--- config.mk ---
export PLATFORM = sky130hd
export DESIGN_NAME = base58_encode_u64
export DESIGN_NICKNAME = d
export VERILOG_FILES = /design/src/design/b58e_pkg.sv /design/src/design/base58_encode_u64.sv /design/src/design/b58e_datapath.sv /design/src/design/b58e_ctrl.sv
export SDC_FILE = /design/constraint.sdc
export NUM_CORES = 1
export LEC_CHECK = 0
export BUFFER_PORTS_ARGS = -buffer_cell sky130_fd_sc_hd__buf_2
export CAP_MARGIN = 20
export CORE_UTILIZATION = 30
export CTS_BUF_LIST = sky130_fd_sc_hd__clkbuf_4
export DETAILED_ROUTE_END_ITERATION = 10
export GPL_TIMING_DRIVEN = 0
export SLEW_MARGIN = 20
export SYNTH_ARGS = -nofsm -noshare
export SYNTH_HDL_FRONTEND = slang
export SYNTH_SLANG_ARGS = --single-unit
--- constraint.sdc ---
create_clock -name clk -period 9.1 [get_ports clk]
set_input_delay 1.365 -clock clk [delete_from_list [all_inputs] [get_ports clk]]
set_output_delay 1.365 -clock clk [all_outputs]
set_load 0.01 [all_outputs]
--- src/design/b58e_pkg.sv ---
`timescale 1ns / 1ps
// ----------------------------------------------------------------------------
// b58e_pkg
// Shared types, constants and the digit-to-character mapping of the
// base-58 encoder.
// ----------------------------------------------------------------------------
package b58e_pkg;

    // Width of the input value field and of the output character field.
    localparam int VALUE_W       = 64;
    localparam int CHAR_W        = 7;
    localparam int DIGIT_W       = 6;
    localparam int DEF_VALUE_BITS = 64;

    // Radix and the threshold at which doubling a digit carries out.
    localparam logic [DIGIT_W:0]   RADIX     = 7'd58;
    localparam logic [DIGIT_W-1:0] HALF_RADIX = 6'd29;

    // Number of base-58 digits needed for a value of vb bits
    // (log2 of 58 is a little under 5.858).
    function automatic int num_digits(input int vb);
        return (vb * 1000 + 5857) / 5858;
    endfunction

    // Commands from the controller to the datapath.
    typedef struct packed {
        logic load;       // take a new value and clear the digits
        logic shift;      // shift one value bit into the digit cells
        logic start_out;  // point at the most significant non-zero digit
        logic next;       // step to the next lower digit
    } cmd_t;

    // Status from the datapath to the controller.
    typedef struct packed {
        logic at_last;    // the digit being shown is the least significant
    } status_t;

    // Alphabet without 0, O, I and l: digits, lower case, then upper case.
    function automatic logic [CHAR_W-1:0] b58_char(input logic [DIGIT_W-1:0] d);
        logic [CHAR_W-1:0] dd;
        dd = {1'b0, d};
        if (d < 6'd9)
            return 7'h31 + dd;              // '1' .. '9'
        else if (d < 6'd20)
            return 7'h61 + (dd - 7'd9);     // 'a' .. 'k'
        else if (d < 6'd34)
            return 7'h6D + (dd - 7'd20);    // 'm' .. 'z'
        else if (d < 6'd42)
            return 7'h41 + (dd - 7'd34);    // 'A' .. 'H'
        else if (d < 6'd47)
            return 7'h4A + (dd - 7'd42);    // 'J' .. 'N'
        else if (d < 6'd58)
            return 7'h50 + (dd - 7'd47);    // 'P' .. 'Z'
        else
            return 7'h31;
    endfunction

endpackage

--- src/design/base58_encode_u64.sv ---
`timescale 1ns / 1ps
// ----------------------------------------------------------------------------
// base58_encode_u64
// Converts an unsigned identifier to base-58 text, one character per output handshake.
// ----------------------------------------------------------------------------
// Input channel: value with in_valid / in_ready. Only the low VALUE_BITS
// bits of value are converted.
// Output channel: digit_char (ASCII) and last_digit with out_valid /
// out_ready, most significant digit first, leading zeros dropped; zero
// gives the single character '1', and last_digit marks the final character.
// One item is handled at a time. After acceptance the value is shifted one
// bit per cycle into a row of base-58 digit cells, the select state then
// locates the top digit, and the first character is offered on the
// following cycle.
// in_ready is high only while the block is idle.
// When the receiver stalls, the current character and flag are held until
// taken. Reset returns the block to idle with no output pending.
// ----------------------------------------------------------------------------
module base58_encode_u64 #(
    parameter int VALUE_BITS = b58e_pkg::DEF_VALUE_BITS
) (
    input  logic                          clk,
    input  logic                          rst_n,
    input  logic                          in_valid,
    output logic                          in_ready,
    input  logic [b58e_pkg::VALUE_W-1:0]  value,
    output logic                          out_valid,
    input  logic                          out_ready,
    output logic [b58e_pkg::CHAR_W-1:0]   digit_char,
    output logic                          last_digit
);
    import b58e_pkg::*;

    cmd_t    cmd;
    status_t status;

    b58e_ctrl #(
        .VALUE_BITS (VALUE_BITS)
    ) u_ctrl (
        .clk       (clk),
        .rst_n     (rst_n),
        .in_valid  (in_valid),
        .in_ready  (in_ready),
        .out_valid (out_valid),
        .out_ready (out_ready),
        .status    (status),
        .cmd       (cmd)
    );

    b58e_datapath #(
        .VALUE_BITS (VALUE_BITS)
    ) u_datapath (
        .clk        (clk),
        .rst_n      (rst_n),
        .value      (value),
        .cmd        (cmd),
        .status     (status),
        .digit_char (digit_char)
    );

    assign last_digit = status.at_last;

`ifndef ASSERT_OFF
    // The block never offers a character while it is ready for a new item.
    a_busy_excl: assert property (@(posedge clk) disable iff (!rst_n)
        !(in_ready && out_valid))
        else $error("in_ready and out_valid high together");

    // An accepted item makes the block busy.
    a_busy_after_accept: assert property (@(posedge clk) disable iff (!rst_n)
        (in_valid && in_ready) |=> !in_ready)
        else $error("block still ready after accepting an item");

    // Taking the final character returns the block to idle.
    a_idle_after_last: assert property (@(posedge clk) disable iff (!rst_n)
        (out_valid && out_ready && last_digit) |=> (in_ready && !out_valid))
        else $error("block not idle after the final character");

    // Taking any other character leaves another one on offer.
    a_more_after_mid: assert property (@(posedge clk) disable iff (!rst_n)
        (out_valid && out_ready && !last_digit) |=> out_valid)
        else $error("characters stopped before the final one");
`endif

endmodule

--- src/design/b58e_datapath.sv ---
`timescale 1ns / 1ps
// ----------------------------------------------------------------------------
// b58e_datapath
// Value shift register, a row of base-58 digit cells filled by doubling
// with carry, and the read pointer that walks the digits for output.
// ----------------------------------------------------------------------------
module b58e_datapath #(
    parameter int VALUE_BITS = b58e_pkg::DEF_VALUE_BITS
) (
    input  logic                          clk,
    input  logic                          rst_n,
    input  logic [b58e_pkg::VALUE_W-1:0]  value,
    input  b58e_pkg::cmd_t                cmd,
    output b58e_pkg::status_t             status,
    output logic [b58e_pkg::CHAR_W-1:0]   digit_char
);
    import b58e_pkg::*;

    localparam int NUM_DIGITS = num_digits(VALUE_BITS);
    localparam int PTR_W      = $clog2(NUM_DIGITS);

    logic [VALUE_BITS-1:0] value_reg;
    logic [DIGIT_W-1:0]    digit_reg  [NUM_DIGITS];
    logic [DIGIT_W-1:0]    digit_next [NUM_DIGITS];
    logic [PTR_W-1:0]      ptr_reg;
    logic [PTR_W-1:0]      top_idx;

    // Each cell doubles its digit and adds the carry of the cell below.
    // The carry of a cell depends only on its own old digit, so all cells
    // update in parallel.
    always_comb
    begin
        logic             cin;
        logic [DIGIT_W:0] t;
        for (int i = 0; i < NUM_DIGITS; i++)
        begin
            if (i == 0)
                cin = value_reg[VALUE_BITS-1];
            else
                cin = (digit_reg[i-1] >= HALF_RADIX);
            t = {digit_reg[i], cin};
            if (t >= RADIX)
                digit_next[i] = DIGIT_W'(t - RADIX);
            else
                digit_next[i] = t[DIGIT_W-1:0];
        end
    end

    // Most significant non-zero digit; zero shows a single digit.
    always_comb
    begin
        top_idx = '0;
        for (int i = 0; i < NUM_DIGITS; i++)
        begin
            if (digit_reg[i] != '0)
                top_idx = PTR_W'(i);
        end
    end

    // Value and digit registers.
    always_ff @(posedge clk)
    begin
        if (cmd.load)
        begin
            value_reg <= value[VALUE_BITS-1:0];
            for (int i = 0; i < NUM_DIGITS; i++)
                digit_reg[i] <= '0;
        end
        else if (cmd.shift)
        begin
            value_reg <= {value_reg[VALUE_BITS-2:0], 1'b0};
            for (int i = 0; i < NUM_DIGITS; i++)
                digit_reg[i] <= digit_next[i];
        end
    end

    // Output pointer.
    always_ff @(posedge clk or negedge rst_n)
    begin
        if (!rst_n)
            ptr_reg <= '0;
        else if (cmd.start_out)
            ptr_reg <= top_idx;
        else if (cmd.next)
            ptr_reg <= ptr_reg - 1'b1;
    end

    assign digit_char     = b58_char(digit_reg[ptr_reg]);
    assign status.at_last = (ptr_reg == '0);

endmodule

--- src/design/b58e_ctrl.sv ---
`timescale 1ns / 1ps
// ----------------------------------------------------------------------------
// b58e_ctrl
// Controller: accepts an item, sequences the bit-by-bit conversion and
// hands the characters out one per output handshake.
// ----------------------------------------------------------------------------
module b58e_ctrl #(
    parameter int VALUE_BITS = b58e_pkg::DEF_VALUE_BITS
) (
    input  logic              clk,
    input  logic              rst_n,
    input  logic              in_valid,
    output logic              in_ready,
    output logic              out_valid,
    input  logic              out_ready,
    input  b58e_pkg::status_t status,
    output b58e_pkg::cmd_t    cmd
);
    import b58e_pkg::*;

    localparam int CNT_W = $clog2(VALUE_BITS + 1);

    typedef enum logic [1:0] {
        ST_IDLE,
        ST_CONV,
        ST_SEL,
        ST_OUT
    } state_t;

    state_t             state_reg;
    state_t             state_next;
    logic [CNT_W-1:0]   cnt_reg;
    logic [CNT_W-1:0]   cnt_next;

    assign in_ready  = (state_reg == ST_IDLE);
    assign out_valid = (state_reg == ST_OUT);

    // Next state and datapath commands.
    always_comb
    begin
        state_next = state_reg;
        cnt_next   = cnt_reg;
        cmd        = '0;
        unique case (state_reg)
            ST_IDLE:
            begin
                if (in_valid)
                begin
                    cmd.load   = 1'b1;
                    cnt_next   = CNT_W'(VALUE_BITS);
                    state_next = ST_CONV;
                end
            end
            ST_CONV:
            begin
                cmd.shift = 1'b1;
                cnt_next  = cnt_reg - 1'b1;
                if (cnt_reg == CNT_W'(1))
                    state_next = ST_SEL;
            end
            ST_SEL:
            begin
                cmd.start_out = 1'b1;
                state_next    = ST_OUT;
            end
            ST_OUT:
            begin
                if (out_ready)
                begin
                    if (status.at_last)
                        state_next = ST_IDLE;
                    else
                        cmd.next = 1'b1;
                end
            end
            default:
            begin
                state_next = ST_IDLE;
            end
        endcase
    end

    // State and bit counter.
    always_ff @(posedge clk or negedge rst_n)
    begin
        if (!rst_n)
        begin
            state_reg <= ST_IDLE;
            cnt_reg   <= '0;
        end
        else
        begin
            state_reg <= state_next;
            cnt_reg   <= cnt_next;
        end
    end

endmodule
==> flow_metrics.env <==
export IMPL_area_growth_pct=14.0
export IMPL_start_util_pct=30.5
export IMPL_multi_input_area_sq_um=4200
export IMPL_slew_viol_final=0
export IMPL_worstSkewPairLatency_ps=580
export IMPL_largest_reg_flops=66
export IMPL_highest_signal_layer="met5"
export IMPL_antenna_found_initial=1
export IMPL_nFillCells=3029
export IMPL_slowest_delay_ps=420
export IMPL_finalInstanceArea_sq_um=9990
export IMPL_gr_total_overflow=0
export IMPL_nets=1130
export IMPL_outcome="complete, no violations"
export IMPL_synthesis_nets=1032
export IMPL_die_y_microns=173
export IMPL_p_per_area_nw_per_um2=439
export IMPL_tns_ps=0
export IMPL_ys_ff_latch=143
export IMPL_maxCapViolCount=0
export IMPL_path_cells="buf_2, nor2_1, o211ai_1, a32oi_4, inv_2, ha_1, nor2b_1, nor2b_1, o311ai_2, o2111ai_1, o21ai_1, buf_2"
export IMPL_clock_skew_ps=28.9
export IMPL_ys_flop_type="edfxtp_1"
export IMPL_irDropWorstVdd_uv=182
export IMPL_startpoint_type="flip-flop"
export IMPL_cts_hold_fix_buffers=0
export IMPL_syn_area_sq_um=8770
export IMPL_numCtsBuffers=17
export IMPL_synth_warnings=0
export IMPL_slew_headroom_pct=28.0
export IMPL_synthTopCellsByArea="edfxtp_1 45%, nand2_1 10%, ha_1 5.1%, nor2_1 4.3%, dfrtp_1 3.7%"
export IMPL_synth_edff_count=130
export IMPL_port_buffers=77
export IMPL_route_met3_wl_mm=1.18
export IMPL_fp_dieW_microns=173
export IMPL_rsz0062_at_grt="false"
export IMPL_cp_data_arrival_time_ps=3640
export IMPL_yosysMostFrequentCell="nand2_1"
export IMPL_dr_pass1_iters=5
export IMPL_hold_ws_ps=519
export IMPL_yosysSeqAreaShare_pct=48.2
export IMPL_cts_tree="done"
export IMPL_worstPathMaxFanout=10
export IMPL_core_area_sq_um=28700
export IMPL_ctsRootBufferMaster="clkbuf_4"
export IMPL_num_rows=62
export IMPL_via_per_inst=4.93
export IMPL_r2r_slack_ps=5710
export IMPL_crit_required_ps=7740
export IMPL_wl_met1_mm=9.80
export IMPL_grt_pass1_vias=6750
export IMPL_post_cts_buffers=0
export IMPL_grt_max_degree=54
export IMPL_drtIter0Drc=573
export IMPL_whs_path_depth=2
export IMPL_cts_buffer_depth=2
export IMPL_fmax_mhz=200
export IMPL_dpl_worst_slack_ps=4760
export IMPL_yosysUniqueCellTypes=74
export IMPL_ys_top_cells_by_count="238 x nand2_1, 130 x edfxtp_1, 101 x nor2_1"
export IMPL_boundaryPins=78
export IMPL_synth_top_cell_area_share_pct=44.5
export IMPL_period_share_pct=55.0
export IMPL_drive_gt1_share_pct=16.1
export IMPL_synthArstFlopShare_pct=9.09
export IMPL_ff_latch_area_sq_um=4230
export IMPL_gp_congestion=0.846
export IMPL_fin_ws_ps=4100
export IMPL_path_clk_slew_ps=170
export IMPL_dpl_hpwl_mm=15.0
export IMPL_worstMarginPinSlew_ps=1080
export IMPL_drc_errors=0
export IMPL_cts_sinks=143
export IMPL_grt_first_pass_wirelength_mm=34.9
export IMPL_min_delay_path_class="flip-flop to flip-flop"
export IMPL_synth_cells=928
export IMPL_drt_total_wl_mm=20.8
export IMPL_crit_slowest_cell="dfrtp_1"
export IMPL_diodes=0
export IMPL_antenna_left=0
export IMPL_worstSetupPathType="flip-flop to output port"
export IMPL_setup_violations=0
export IMPL_hold_violations=0
export IMPL_vias=7019
export IMPL_period_minus_slack_ps=5000
export IMPL_h_tree_depth=4
export IMPL_cts_repair_resized=0
export IMPL_die_area_sq_um=29900
export IMPL_reg2reg_depth=8
export IMPL_power_leakage_nw=4.00
export IMPL_syn_avg_cell_area_sq_um=9.45
export IMPL_placed_area_sq_um=9690
export IMPL_grt_usage_pct=14.3
export IMPL_endpoint_kind="output port"
export IMPL_avgRoutedWirePerCell_microns=14.6
export IMPL_met2_length_mm=9.68
export IMPL_synth_top_area_cell="edfxtp_1"
export IMPL_post_route_util_pct=34.8
==> critical path, delay by kind of cell (launching register included) <==
family,cells,cell delay [ps]
simple gates,3,770
fa+ha+maj,1,240
flops,1,420
buf+inv,3,470
compound gates,5,1180
==> report_power, final <==
part / total, W / internal [W] / switching (W)
sequential: 0.00155 / 0.00125 / 0.000299
clock: 0.000439 / 0.000152 / 0.000287
combinational: 0.00240 / 0.000947 / 0.00145
total: 0.00439 / 0.00235 / 0.00204
==> final cells by class <==
cell class,count,share of cell area [%]
clock inverter,15,1.70
buffer,41,2.05
clock buffer,17,1.28
tap,384,4.81
sequential,143,42.3
multi-input combinational,706,42.0
inverter,38,1.43
timing repair buffer,79,4.41
==> path summary, 6_finish.rpt <==
kind                                                   end                      from
worst min register to register    u_datapath.value_reg[41]  u_datapath.value_reg[40]
min in group asynchronous                u_ctrl.cnt_reg[6]                     rst_n
worst max register to register  u_datapath.digit_reg[0][3]       u_ctrl.state_reg[1]
max in group asynchronous              u_ctrl.state_reg[1]                     rst_n
worst max-delay path                         digit_char[3]     u_datapath.ptr_reg[1]
worst min-delay path              u_datapath.value_reg[41]  u_datapath.value_reg[40]
==> metrics by stage <==
step	power, W	std cells
floorplan	0.00331	928
global route	0.00477	1423
finish	0.00439	1423
global placement	0.00395	1389
detailed placement	0.00396	1391
CTS	0.00440	1423
==> layer usage <==
| layer | GRT usage [%] | vias up |
|---|---|---|
| met5 | 0 | - |
| met4 | 2.88 | 2 |
| met3 | 3.58 | 17 |
| met2 | 23.1 | 196 |
| li1 | - | 3501 |
| met1 | 19.5 | 3303 |
==> cells in the final DEF (no fill, tap or decap), types with 11 or more instances in the layout <==
cell type	Yosys	layout
or4b_2	11	11
o21ai_0	45	45
ha_1	36	36
clkbuf_4	0	17
buf_2	8	85
nor4_1	11	11
mux2i_1	16	16
nor2b_1	11	11
clkbuf_1	20	20
a21oi_1	63	63
inv_1	37	37
xnor2_1	23	23
nand3_1	16	16
edfxtp_1	130	130
dfrtp_1	13	13
nor2_1	101	101
nand2_1	238	237
==> kinds of logic after synthesis <==
kind of cell             count (synthesis)  share of synthesized area [%]
AO/OA/AOI/OAI                          177                           13.3
XOR/XNOR                                30                           3.08
adder cells (fa/ha/maj)                 36                           5.14
buffers and inverters                   79                           3.97
flip-flops                             143                           48.2
multiplexers                            29                           4.52
AND/OR/NAND/NOR                        434                           21.7
Power figures use the tool's default switching activity.
